`src/rtl/adsr_sns_pkg.sv`:
```
// Shared types, constants and table functions of the ADSR sine note sample block.
package adsr_sns_pkg;

  localparam int PHASE_BITS      = 32;
  localparam int SINE_INDEX_BITS = 12;
  localparam int SAMPLE_BITS     = 16;

  localparam int A4_W    = 32;
  localparam int LEN_W   = 24;
  localparam int IDX_W   = 25;
  localparam int STG_W   = 20;
  localparam int SUS_W   = 16;
  localparam int RATIO_W = 17;
  localparam int PROD_W  = A4_W + RATIO_W;
  localparam int SH_W    = 5;
  localparam int MUL_A_W = STG_W;
  localparam int AMP_W   = 17;
  localparam int NUM_W   = 36;
  localparam int QUO_W   = 17;
  localparam int REM_W   = NUM_W + 1;
  localparam int DIV_LAT = QUO_W;

  localparam int MAG_W   = SAMPLE_BITS - 1;
  localparam int QUARTER = 1 << (SINE_INDEX_BITS - 2);
  localparam int ROM_AW  = SINE_INDEX_BITS - 1;
  localparam longint unsigned FULL_SCALE  = (64'd1 << (SAMPLE_BITS - 1)) - 64'd1;
  localparam longint unsigned HALF_PI_Q30 = 64'd1686629713;

  localparam int QDEPTH = 4;
  localparam int QPTR_W = 2;
  localparam int QCNT_W = 3;

  localparam logic [AMP_W-1:0] AMP_ONE = AMP_W'(65536);

  typedef enum logic [1:0] {
    STG_ATTACK,
    STG_DECAY,
    STG_SUSTAIN,
    STG_RELEASE
  } stage_t;

  typedef enum logic [2:0] {
    REG_A4,
    REG_ATTACK,
    REG_DECAY,
    REG_RELEASE,
    REG_SUSTAIN
  } reg_idx_t;

  typedef struct packed {
    logic [A4_W-1:0]  a4_phase_step;
    logic [STG_W-1:0] attack_samples;
    logic [STG_W-1:0] decay_samples;
    logic [STG_W-1:0] release_samples;
    logic [SUS_W-1:0] sus_level;
  } cfg_t;

  typedef struct packed {
    logic                  past_end;
    stage_t                stage;
    logic [PHASE_BITS-1:0] step;
    logic [IDX_W-1:0]      idx;
    logic [NUM_W-1:0]      num;
    logic [STG_W-1:0]      den;
  } work_t;

  typedef logic [MAG_W-1:0] sine_rom_t [0:QUARTER];

  // 2^((s-9)/12) in Q16
  function automatic logic [RATIO_W-1:0] semi_ratio(input logic [3:0] s);
    logic [RATIO_W-1:0] r;
    case (s)
      4'd0:    r = RATIO_W'(38968);
      4'd1:    r = RATIO_W'(41285);
      4'd2:    r = RATIO_W'(43740);
      4'd3:    r = RATIO_W'(46341);
      4'd4:    r = RATIO_W'(49097);
      4'd5:    r = RATIO_W'(52016);
      4'd6:    r = RATIO_W'(55109);
      4'd7:    r = RATIO_W'(58386);
      4'd8:    r = RATIO_W'(61858);
      4'd9:    r = RATIO_W'(65536);
      4'd10:   r = RATIO_W'(69433);
      4'd11:   r = RATIO_W'(73562);
      default: r = RATIO_W'(38968);
    endcase
    return r;
  endfunction

  // Taylor series to the t^11 term in Q30, scaled to full scale
  function automatic logic [MAG_W-1:0] sine_mag(input int q);
    logic [63:0] t;
    logic [63:0] t2;
    logic [63:0] term;
    longint      sum;
    logic [63:0] mag;
    t    = (64'(q) * HALF_PI_Q30) >> (SINE_INDEX_BITS - 2);
    t2   = (t * t) >> 30;
    term = t;
    sum  = longint'(t);
    term = ((term * t2) >> 30) / 64'd6;
    sum  = sum - longint'(term);
    term = ((term * t2) >> 30) / 64'd20;
    sum  = sum + longint'(term);
    term = ((term * t2) >> 30) / 64'd42;
    sum  = sum - longint'(term);
    term = ((term * t2) >> 30) / 64'd72;
    sum  = sum + longint'(term);
    term = ((term * t2) >> 30) / 64'd110;
    sum  = sum - longint'(term);
    if (sum < 0) begin
      sum = 0;
    end
    mag = (64'(sum) * FULL_SCALE + (64'd1 << 29)) >> 30;
    if (mag > FULL_SCALE) begin
      mag = FULL_SCALE;
    end
    return mag[MAG_W-1:0];
  endfunction

  function automatic sine_rom_t build_sine_rom();
    sine_rom_t r;
    for (int i = 0; i <= QUARTER; i++) begin
      r[i] = sine_mag(i);
    end
    return r;
  endfunction

endpackage

```
`src/rtl/adsr_sns_queue.sv`:
```
// Short first-in first-out queue between front and back ends.
module adsr_sns_queue
  import adsr_sns_pkg::*;
(
  input  logic              clk,
  input  logic              rst,
  input  logic              push,
  input  work_t             din,
  input  logic              pop,
  output work_t             dout,
  output logic              empty,
  output logic [QCNT_W-1:0] level
);

  work_t             mem [QDEPTH];
  logic [QPTR_W-1:0] wr_ptr;
  logic [QPTR_W-1:0] rd_ptr;
  logic [QCNT_W-1:0] count;

  assign empty = count == '0;
  assign level = count;
  assign dout  = mem[rd_ptr];

  always_ff @(posedge clk) begin
    if (rst) begin
      wr_ptr <= '0;
      rd_ptr <= '0;
      count  <= '0;
    end else begin
      if (push) begin
        wr_ptr <= wr_ptr + QPTR_W'(1);
      end
      if (pop && !empty) begin
        rd_ptr <= rd_ptr + QPTR_W'(1);
      end
      count <= count + QCNT_W'(push) - QCNT_W'(pop && !empty);
    end
    if (push) begin
      mem[wr_ptr] <= din;
    end
  end

endmodule

```
`config.mk`:
```
export PLATFORM = sky130hd
export DESIGN_NAME = adsr_sns_queue
export DESIGN_NICKNAME = d
export VERILOG_FILES = /design/src/rtl/adsr_sns_pkg.sv /design/src/rtl/adsr_sns_queue.sv
export SDC_FILE = /design/constraint.sdc
export NUM_CORES = 1
export LEC_CHECK = 0
export BUFFER_PORTS_ARGS = -buffer_cell sky130_fd_sc_hd__buf_2
export CORE_MARGIN = 1
export CORE_UTILIZATION = 49
export CTS_CLUSTER_SIZE = 28
export DETAILED_ROUTE_END_ITERATION = 8
export GPL_TIMING_DRIVEN = 0
export HOLD_SLACK_MARGIN = 0.06
export PLACE_DENSITY = 0.7
export SETUP_SLACK_MARGIN = 0.2
export SYNTH_ARGS = -nofsm -noshare
export SYNTH_HDL_FRONTEND = slang
export SYNTH_SLANG_ARGS = --single-unit
export TNS_END_PERCENT = 5
```
`constraint.sdc`:
```
create_clock -name clk -period 11.7 [get_ports clk]
set_clock_uncertainty 0.2 [all_clocks]
set_input_delay 0.585 -clock clk [delete_from_list [all_inputs] [get_ports clk]]
set_output_delay 0.585 -clock clk [all_outputs]
set_load 0.01 [all_outputs]
```
==> impl_metrics.toml <==
[finish]
fill_cells = 2341
storage_cell_area_um2 = 14110
area_growth_pct = 26.87
final_net_count = 1188
finish.utilization_pct = 63.05
share_of_cells_above_drive_strength_1_pct = 40.97
multi_input_gate_area_um2 = 2882

[synthesis]
synth.area.top_cells = "edfxtp_1 81%, mux4_2 15%, dfxtp_1 1.0%"
synth_largest_type_area_fraction_pct = 81.17
synth.net_count = 777
syn_avg_cell_area_um2 = 26.41
synth-seq-area-share_pct = 82.22
synth_cell_type_count = 19
netlist_instances = 650
yosysWarningCount = 0
synth.cell_area_um2 = 17170
synth_top_cell_by_area = "edfxtp_1"
postSynthRegisterBits = 473

[setup_path]
critical_path.max_stage_delay_ns = 0.36
worst_r2r_endpoint = "mem[0][81]"
critPathKind = "reg -> out"
cp_max_fo = 10
timing.rr.start = "wr_ptr[0]"
worst-endpoint-arrival_ns = 2.28
worst_r2r_path_depth = 5
cpLargestDelayFamily = "buffers and inverters"
crit_chain = "buf_2 -> buf_2 -> buf_2 -> mux4_2 -> buf_2"
path_buf_inv = 4
cpMaxStageDelayCell = "mux4_2"
critical_path.startpoint_type = "flip-flop"
setup.worst_path.end_class = "output port"
crit_top_cell = "buf_2"
worst_reg_to_reg_setup_slack_ns = 9.42
critical_path_required_ns = 10.92

[sta]
post-route-period-util_pct = 26.23
report.final.setup_viol = 0
max_freq_mhz = 325.8
worstMarginPinSlew_ns = 0.6902
grt_setup_unrepaired = "no"
worst_slew_margin_rel_pct = 53.99
setup_tns_ns = 0
finalHoldViolCount = 0
drv_slew = 0
fin_crit_ns = 3.069

[pwr]
cellPowerDensity_nw_per_um2 = 191.3
total_power_uw = 4166
static-leakage-power_uw = 0.007426
largest_voltage_drop_on_the_vdd_net_uv = 142.6

[clock_tree]
cts-root-buf = "clkbuf_16"
clock_insertion_delay_worst_skew_ns = 0.55
cts_htree_levels = 2
cts_resized = 0
cts_buffers = 47
clk_transition_reported_paths_ns = 0.06
cts_tree = "built"
cts_buffer_depth = 3
cts_num_sinks = 473

[global_route]
grt_antenna_before_repair = 2
leftover_overflow_at_the_end_of_global_routing = 0
grt_max_degree = 52
grt_pass1_wl_um = 50700
number_of_global_route_vias_before_repair = 8950
global_route.usage.total_pct = 18.96

[run]
maxCapViolCount = 0

[detailed_routing]
drt-wirelength-per-cell_um = 21.29
dr.pass1.iters = 5
detail_route.wirelength_um = 33060
detail-route-antenna-nets = 0
drt-initial-drc-count = 453
drt_drc_violations_left = 0
via_density_per_instance = 5.267
num_vias = 8179

[die]
initial_utilization_pct = 49.70
dieHeight_um = 189.2
pin_count = 240
std_cell_rows = 68
design.core.area_um2 = 34540
fp.dieArea_um2 = 35790
die_x_um = 189.2

[hold_path]
timing.hold.worst_endpoint = "wr_ptr[1]"
hold_path_startpoint = "rst"
min_delay_path_depth = 2
hold_path_class = "in -> reg"

[place]
globalplace.congestion = 0.6705
io_buffer_count = 238
dp_hpwl_um = 19870

[run_status]
run_status = "finished, final reports clean"
## cell usage after synthesis, drive strengths merged
master,n
edfxtp,464
nor3,1
dfxtp,9
mux2,3
and2,4
mux4,116
xnor3,1
clkbuf,8
xnor2,1
o311ai,1
ha,6
mux2i,1
nor2,6
nor2b,3
buf,19
fa,1
o31a,1
inv,5
## worst reg2reg max path: stages (launching register included)
cell     delay, ns
dfxtp_1       0.35
inv_1         0.09
ha_1          0.14
and2_4        0.53
buf_16        0.32
buf_16        0.29
## through the flow
step | hold slack, ns | instance area, um2 | std cells | setup slack, ns
final | 0.1957 | 21780 | 1553 | 8.631
after global routing | 0.2232 | 21780 | 1553 | 8.476
after CTS | 0.1697 | 21770 | 1551 | 8.541
after detailed placement | 0.3470 | 19160 | 1351 | 9.116
after global placement | 0.3457 | 18930 | 1343 | 5.466
after floorplan | 0.3136 | 17170 | 650 | 7.761
## flip-flops by register name (all words and copies together), names as in the netlist, named ones only
register,flops
level,3
mem,464
rd_ptr,2
wr_ptr,2
## per-layer routing
metal	global-route usage [%]	up-vias	share of wire, %
met1	24.90	4199	42
met2	30.87	275	49
li1	-	3645	-
met4	6.390	0	2.2
met5	0	-	0
met3	5.171	60	7.1
## worst max path at each step
stage	start	end	cells past startpoint
after global routing	flip-flop	dout[83]	5
after CTS	flip-flop	dout[109]	5
after global placement	push	mem[1][112]	2
after floorplan	push	mem[0][0]	1
after detailed placement	push	mem[0][80]	4
final	flip-flop	dout[109]	5
## power breakdown
| group | total (uW) | leakage, uW | internal, uW | switching (uW) |
|---|---|---|---|---|
| registers | 1970 | 0.00434 | 1950 | 23.1 |
| logic | 771 | 0.00239 | 388 | 383 |
| clock network | 1420 | 0.000700 | 827 | 594 |
## placed cells by master (no fill, tap or decap), types with 8 or more instances in the layout
cell type	instances
clkbuf_16	49
edfxtp_1	464
buf_16	8
clkinv_1	9
dlygate4sd3_1	116
buf_2	251
mux4_2	116
dfxtp_1	9
clkbuf_1	22
## layout make-up
type	instances	share of cell area (%)
Inverter	5	0.08617
Antenna cell	2	0.02298
Clock buffer	66	6.061
Sequential cell	473	64.80
Timing Repair Buffer	362	11.81
Multi-Input combinational cell	145	13.23
Tap cell	455	2.614
Buffer	27	0.7468
Clock inverter	18	0.6262
## logic make-up after synthesis
| group | share of synthesized area [%] |
|---|---|
| adders and majority gates | 0.5539 |
| and+or+nand+nor | 0.4154 |
| xor gates and xnor gates | 0.1822 |
| DFF | 82.22 |
| buffers and inverters | 1.057 |
| AOI/OAI and AO/OA | 0.1021 |
| muxes | 15.47 |
## what timing repair did
item	4_1_cts	5_1_grt
hold endpoints to repair	464	0
buffers inserted	0	0
hold buffers	116	0
Note: power is estimated with default switching activity, not from simulation.
