===== config.mk =====
export PLATFORM = sky130hd
export DESIGN_NAME = adsr_sns_front
export DESIGN_NICKNAME = d
export VERILOG_FILES = /design/src/rtl/adsr_sns_pkg.sv /design/src/rtl/adsr_sns_front.sv
export SDC_FILE = /design/constraint.sdc
export NUM_CORES = 2
export LEC_CHECK = 0
export ABC_AREA = 1
export BUFFER_PORTS_ARGS = -buffer_cell sky130_fd_sc_hd__buf_4
export CORE_MARGIN = 10
export CORE_UTILIZATION = 35
export CTS_BUF_LIST = sky130_fd_sc_hd__clkbuf_2 sky130_fd_sc_hd__clkbuf_4 sky130_fd_sc_hd__clkbuf_8
export CTS_CLUSTER_SIZE = 25
export DETAILED_ROUTE_END_ITERATION = 12
export GPL_TIMING_DRIVEN = 0
export PLACE_DENSITY = 0.47
export SYNTH_ARGS = -nofsm -noshare
export SYNTH_HDL_FRONTEND = slang
export SYNTH_SLANG_ARGS = --single-unit
export TNS_END_PERCENT = 100

===== constraint.sdc =====
create_clock -name clk -period 7.5 [get_ports clk]
set_input_delay 0.375 -clock clk [delete_from_list [all_inputs] [get_ports clk]]
set_output_delay 0.375 -clock clk [all_outputs]
set_load 0.02 [all_outputs]

===== src/rtl/adsr_sns_pkg.sv =====
// Shared types, constants and table functions of the ADSR sine note sample block.
package adsr_sns_pkg;

  localparam int PHASE_BITS      = 32;
  localparam int SINE_INDEX_BITS = 12;
  localparam int SAMPLE_BITS     = 16;

  localparam int A4_W    = 32;
  localparam int LEN_W   = 24;
  localparam int IDX_W   = 25;
  localparam int STG_W   = 20;
  localparam int SUS_W   = 16;
  localparam int RATIO_W = 17;
  localparam int PROD_W  = A4_W + RATIO_W;
  localparam int SH_W    = 5;
  localparam int MUL_A_W = STG_W;
  localparam int AMP_W   = 17;
  localparam int NUM_W   = 36;
  localparam int QUO_W   = 17;
  localparam int REM_W   = NUM_W + 1;
  localparam int DIV_LAT = QUO_W;

  localparam int MAG_W   = SAMPLE_BITS - 1;
  localparam int QUARTER = 1 << (SINE_INDEX_BITS - 2);
  localparam int ROM_AW  = SINE_INDEX_BITS - 1;
  localparam longint unsigned FULL_SCALE  = (64'd1 << (SAMPLE_BITS - 1)) - 64'd1;
  localparam longint unsigned HALF_PI_Q30 = 64'd1686629713;

  localparam int QDEPTH = 4;
  localparam int QPTR_W = 2;
  localparam int QCNT_W = 3;

  localparam logic [AMP_W-1:0] AMP_ONE = AMP_W'(65536);

  typedef enum logic [1:0] {
    STG_ATTACK,
    STG_DECAY,
    STG_SUSTAIN,
    STG_RELEASE
  } stage_t;

  typedef enum logic [2:0] {
    REG_A4,
    REG_ATTACK,
    REG_DECAY,
    REG_RELEASE,
    REG_SUSTAIN
  } reg_idx_t;

  typedef struct packed {
    logic [A4_W-1:0]  a4_phase_step;
    logic [STG_W-1:0] attack_samples;
    logic [STG_W-1:0] decay_samples;
    logic [STG_W-1:0] release_samples;
    logic [SUS_W-1:0] sus_level;
  } cfg_t;

  typedef struct packed {
    logic                  past_end;
    stage_t                stage;
    logic [PHASE_BITS-1:0] step;
    logic [IDX_W-1:0]      idx;
    logic [NUM_W-1:0]      num;
    logic [STG_W-1:0]      den;
  } work_t;

  typedef logic [MAG_W-1:0] sine_rom_t [0:QUARTER];

  // 2^((s-9)/12) in Q16
  function automatic logic [RATIO_W-1:0] semi_ratio(input logic [3:0] s);
    logic [RATIO_W-1:0] r;
    case (s)
      4'd0:    r = RATIO_W'(38968);
      4'd1:    r = RATIO_W'(41285);
      4'd2:    r = RATIO_W'(43740);
      4'd3:    r = RATIO_W'(46341);
      4'd4:    r = RATIO_W'(49097);
      4'd5:    r = RATIO_W'(52016);
      4'd6:    r = RATIO_W'(55109);
      4'd7:    r = RATIO_W'(58386);
      4'd8:    r = RATIO_W'(61858);
      4'd9:    r = RATIO_W'(65536);
      4'd10:   r = RATIO_W'(69433);
      4'd11:   r = RATIO_W'(73562);
      default: r = RATIO_W'(38968);
    endcase
    return r;
  endfunction

  // Taylor series to the t^11 term in Q30, scaled to full scale
  function automatic logic [MAG_W-1:0] sine_mag(input int q);
    logic [63:0] t;
    logic [63:0] t2;
    logic [63:0] term;
    longint      sum;
    logic [63:0] mag;
    t    = (64'(q) * HALF_PI_Q30) >> (SINE_INDEX_BITS - 2);
    t2   = (t * t) >> 30;
    term = t;
    sum  = longint'(t);
    term = ((term * t2) >> 30) / 64'd6;
    sum  = sum - longint'(term);
    term = ((term * t2) >> 30) / 64'd20;
    sum  = sum + longint'(term);
    term = ((term * t2) >> 30) / 64'd42;
    sum  = sum - longint'(term);
    term = ((term * t2) >> 30) / 64'd72;
    sum  = sum + longint'(term);
    term = ((term * t2) >> 30) / 64'd110;
    sum  = sum - longint'(term);
    if (sum < 0) begin
      sum = 0;
    end
    mag = (64'(sum) * FULL_SCALE + (64'd1 << 29)) >> 30;
    if (mag > FULL_SCALE) begin
      mag = FULL_SCALE;
    end
    return mag[MAG_W-1:0];
  endfunction

  function automatic sine_rom_t build_sine_rom();
    sine_rom_t r;
    for (int i = 0; i <= QUARTER; i++) begin
      r[i] = sine_mag(i);
    end
    return r;
  endfunction

endpackage


===== src/rtl/adsr_sns_front.sv =====
// Front end: accepts requests, picks the envelope stage and prepares step and divider operands.
module adsr_sns_front
  import adsr_sns_pkg::*;
(
  input  logic              clk,
  input  logic              rst,
  input  cfg_t              cfg,
  input  logic              start,
  input  logic [3:0]        semitone,
  input  logic [3:0]        octave,
  input  logic [LEN_W-1:0]  note_length,
  input  logic [IDX_W-1:0]  sample_index,
  input  logic [QCNT_W-1:0] q_level,
  output logic              busy,
  output logic              push,
  output work_t             push_data
);

  logic               acc;
  logic [IDX_W-1:0]   sum_lr;
  logic [IDX_W-1:0]   sum_ad;
  logic               is_past;
  logic               semi_hi;
  logic [3:0]         semi_eff;
  stage_t             stg;
  logic [MUL_A_W-1:0] ma;
  logic [AMP_W-1:0]   mb;
  logic [STG_W-1:0]   dn;

  logic               v1;
  logic               past1;
  stage_t             stage1;
  logic [RATIO_W-1:0] ratio1;
  logic [SH_W-1:0]    sh1;
  logic [IDX_W-1:0]   idx1;
  logic [MUL_A_W-1:0] ma1;
  logic [AMP_W-1:0]   mb1;
  logic [STG_W-1:0]   den1;

  logic               v2;
  logic               past2;
  stage_t             stage2;
  logic [PROD_W-1:0]  prod2;
  logic [SH_W-1:0]    sh2;
  logic [IDX_W-1:0]   idx2;
  logic [NUM_W-1:0]   num2;
  logic [STG_W-1:0]   den2;

  logic [PROD_W:0]    rounded;

  // hold off while the queue could not take what is in flight
  assign busy = (q_level + QCNT_W'(v1) + QCNT_W'(v2)) >= QCNT_W'(QDEPTH);
  assign acc  = start & ~busy;

  always_comb begin
    sum_lr   = IDX_W'(note_length) + IDX_W'(cfg.release_samples);
    sum_ad   = IDX_W'(cfg.attack_samples) + IDX_W'(cfg.decay_samples);
    is_past  = sample_index >= sum_lr;
    semi_hi  = semitone inside {[4'd12:4'd15]};
    semi_eff = semi_hi ? semitone - 4'd12 : semitone;
    ma       = '0;
    mb       = '0;
    dn       = STG_W'(1);
    if (is_past) begin
      stg = STG_RELEASE;
    end else if (sample_index < IDX_W'(cfg.attack_samples)) begin
      stg = STG_ATTACK;
      ma  = sample_index[MUL_A_W-1:0];
      mb  = AMP_ONE;
      dn  = cfg.attack_samples;
    end else if (sample_index < sum_ad) begin
      stg = STG_DECAY;
      ma  = MUL_A_W'(sample_index - IDX_W'(cfg.attack_samples));
      mb  = AMP_ONE - AMP_W'(cfg.sus_level);
      dn  = cfg.decay_samples;
    end else if (sample_index < IDX_W'(note_length)) begin
      stg = STG_SUSTAIN;
    end else begin
      stg = STG_RELEASE;
      ma  = MUL_A_W'(sum_lr - sample_index);
      mb  = AMP_W'(cfg.sus_level);
      dn  = cfg.release_samples;
    end
  end

  always_ff @(posedge clk) begin
    if (rst) begin
      v1 <= 1'b0;
      v2 <= 1'b0;
    end else begin
      v1 <= acc;
      v2 <= v1;
    end
    past1  <= is_past;
    stage1 <= stg;
    ratio1 <= semi_ratio(semi_eff);
    sh1    <= semi_hi ? SH_W'(19) - SH_W'(octave) : SH_W'(20) - SH_W'(octave);
    idx1   <= sample_index;
    ma1    <= ma;
    mb1    <= mb;
    den1   <= dn;

    past2  <= past1;
    stage2 <= stage1;
    prod2  <= PROD_W'(cfg.a4_phase_step) * PROD_W'(ratio1);
    sh2    <= sh1;
    idx2   <= idx1;
    num2   <= NUM_W'(ma1 * mb1);
    den2   <= den1;
  end

  // round to nearest on the octave shift
  assign rounded = {1'b0, prod2} + ((PROD_W + 1)'(1) << (sh2 - SH_W'(1)));

  always_comb begin
    push               = v2;
    push_data.past_end = past2;
    push_data.stage    = stage2;
    push_data.step     = PHASE_BITS'(rounded >> sh2);
    push_data.idx      = idx2;
    push_data.num      = num2;
    push_data.den      = den2;
  end

endmodule


==> impl_metrics.py <==
metrics = {
    "run_status": {
        "status": "finished clean",
    },
    "logic_synthesis": {
        "synth_top_family_by_area": "adder cells",
        "yosys-top-cells-area": "fa_1 (30%), nand2_1 (13%), inv_1 (13%)",
        "synth_warnings": 0,
        "ys_top_cells_by_count": "nand2_1 (1709), inv_1 (1644), fa_1 (722)",
        "ys_ff_latch": 247,
        "syn_area_per_cell_um2": 7.141,
        "synth-simple-area-share": 0.2311,
        "synthCells": 6711,
        "synth_xor_xnor_area_share": 0.03162,
        "synthArstFlopShare": 0,
        "synth_top_cell_area_share": 0.3016,
        "synth-compound-area-share": 0.06952,
        "synth-edff-count": 0,
        "mappedNetlistArea_um2": 47930,
        "yosysSeqAreaShare": 0.1032,
        "synth_ff_type": "dfxtp_1",
        "muxShareOfSynthArea": 0.0004177,
        "ys_types": 65,
        "synth_nets": 8024,
        "post-synth-top-count-cell": "nand2_1",
        "yosys.area_share.adder": 0.4112,
        "synth_top_area_cell": "fa_1",
    },
    "power_and_ir_drop": {
        "combinationalPowerShare": 0.866,
        "seq_power_share": 0.080,
        "p_int_mw": 10.37,
        "ir_worst_vdd_mv": 0.7973,
        "p_per_area_nw_per_um2": 495.3,
        "clkPwrFrac": 0.054,
        "p_leak_nw": 29.86,
        "switching_share": 0.6118,
        "switchingPower_mw": 16.35,
        "power_mw": 26.73,
    },
    "finish": {
        "drive_gt1_frac": 0.07062,
        "area_growth_pct": 12.60,
        "fillers": 14810,
        "fin_nets": 8415,
    },
    "clocking": {
        "numCtsBuffers": 46,
        "clk_latency_ps": 710,
        "post-cts-setup-buffers": 0,
        "cts_root_buf": "clkbuf_8",
        "cts_num_sinks": 247,
        "cts_tree": "yes",
        "cts_max_path_buffers": 3,
        "h-tree-depth": 2,
        "clkTransAtPathRegs_ps": 70,
    },
    "detailed_routing": {
        "routed_wirelength_um": 180500,
        "avgViaCountPerCell": 4.906,
        "ant_nets": 0,
        "first_iter_violations": 3120,
        "drtPass1Iterations": 6,
        "wl_per_cell_um": 20.24,
        "num_vias": 43770,
        "post-route-drc-count": 0,
    },
    "critical_path": {
        "endpoint_kind": "register",
        "cp_max_fo": 10,
        "rr_worst_depth": 24,
        "arrival_ps": 7800,
        "worstPathRequired_ps": 8030,
        "worstSetupPathType": "reg2reg",
        "cp-start-kind": "register",
    },
    "min_path": {
        "hold_depth": 3,
        "hold_class": "in2reg",
    },
    "grt": {
        "grt_first_pass_wirelength_um": 273400,
        "track_usage": 0.2350,
        "grt_max_degree": 15,
        "grt_pass1_vias": 44990,
        "grt_overflow_total": 0,
        "antenna_found_initial": 12,
    },
    "timing": {
        "hold_violations": 0,
        "setup_viol_count_final": 0,
        "period_minus_slack_ps": 7271,
        "max_clock_freq_mhz": 137.5,
        "fin_skew_ps": 79.64,
        "tns_ps": 0,
        "finalCritPeriodShare": 0.9695,
        "final_max_slew_viol_count": 0,
        "worst_slew_pin_slew_ps": 1177,
        "max-slew-margin-rel": 0.2151,
        "grt_setup_unrepaired": "false",
    },
    "floorplanning": {
        "coreArea_um2": 135800,
        "die-area_um2": 152100,
        "dieWidth_um": 390.0,
        "start_util": 0.3529,
        "ios": 289,
        "rows": 135,
        "dieHeight_um": 390.0,
    },
    "place": {
        "gp_congestion": 0.9289,
        "dpl.hpwl_um": 154100,
        "portBuffers": 256,
    },
    "job": {
        "cap_violations": 0,
    },
}
-- cell usage in the layout, fill, tap and decap left out, types with 46 or more instances in the layout --
cell           count
xnor2_1           74
fa_1             722
xor2_1            99
inv_1           1644
clkbuf_1         210
ha_1             420
dfxtp_1          247
clkbuf_8          56
a21oi_1          260
dlygate4sd3_1     87
buf_4            259
o21ai_0          160
nand4_1           46
nand2_1         1709
nand3_1          444
nor2_1           260
-- critical path, stage by stage, from the launching register on --
cell	delay, ps
dfxtp_1	530
clkbuf_1	810
nand2_1	130
inv_1	130
fa_1	390
inv_1	100
fa_1	430
fa_1	500
fa_1	510
inv_1	60
fa_1	540
inv_1	60
fa_1	550
inv_1	50
ha_1	350
nand2_1	130
nor2_1	180
nand4_1	150
o21a_1	230
o21ai_0	520
nand4_1	280
a21boi_0	310
o21ai_0	120
inv_1	60
nor2_1	40
-- registers in the layout, indices dropped and copies added (netlist names), 17 cells and up --
| register | count |
|---|---|
| prod2 | 49 |
| num2 | 36 |
| idx1 | 25 |
| idx2 | 25 |
| den1 | 20 |
| den2 | 20 |
| ma1 | 20 |
| mb1 | 17 |
| ratio1 | 17 |
-- logic make-up (layout without fill, tap and decap cells) --
family / after synthesis / after routing
XOR/XNOR: 173 / 173
adder cells (fa/ha/maj): 1142 / 1142
flip-flops: 247 / 247
AND/OR/NAND/NOR: 2621 / 2621
AO/OA/AOI/OAI: 595 / 595
multiplexers: 2 / 2
buffers and inverters: 1931 / 2357
other: 0 / 3
-- repair_timing --
item | CTS | global route
hold endpoints to repair | 78 | 0
hold buffers | 87 | 0
setup endpoints to repair | 0 | 4
gates resized for setup | 0 | 5
-- metrics by stage --
step           cells  hold slack (ps)  area (µm²)  utilization  worst slack (ps)
3_5_place_dp    8748            312.1       52080       0.3835             95.13
4_1_cts         8918            40.03       53950       0.3973             286.3
3_3_place_gp    8748            310.5       52080       0.3835             80.75
2_1_floorplan   6711            309.6       47930            -              1599
5_1_grt         8919            86.13       53960       0.3973             11.88
6_report        8921            156.0       53960       0.3974             228.7
-- metal layers --
layer / share of wire / global-route usage / wire [µm] / up-vias
met1: 0.44 / 0.3097 / 79600 / 21500
met3: 0.051 / 0.02782 / 9190 / 209
li1: - / - / - / 20910
met5: 0.00059 / 0 / 107 / -
met4: 0.024 / 0.05595 / 4366 / 18
met2: 0.48 / 0.4078 / 87260 / 1129
-- layout make-up --
class	instances	area, µm²	area share
well taps	1781	2228	0.04129
flip-flops and latches	247	4945	0.09163
diodes	3	7.507	0.0001391
clock buffers	65	838.3	0.01553
repair buffers	343	2793	0.05175
inverters	1671	6272	0.1162
plain buffers	260	1060	0.01964
clock inverters	18	168.9	0.003130
multi-input cells	4533	35650	0.6607
-- power groups by stage --
stage / combinational, mW / sequential (mW) / clock [mW]
floorplan: 14.8 / 2.08 / 0
global placement: 23.3 / 2.16 / 0
detailed placement: 23.1 / 2.16 / 0
CTS: 23.3 / 2.14 / 1.51
global route: 25.6 / 2.15 / 1.56
finish: 23.1 / 2.14 / 1.45
-- path summary, 6_finish.rpt --
kind | to | startpoint | slack (ps)
setup / recovery | prod2[42] | ratio1[7] | 230
hold / removal | den1[18] | cfg[34] | 160
setup reg to reg | prod2[42] | ratio1[7] | 230
hold reg to reg | idx2[21] | idx1[21] | 320
No activity file was read; power rests on OpenSTA's default activity.
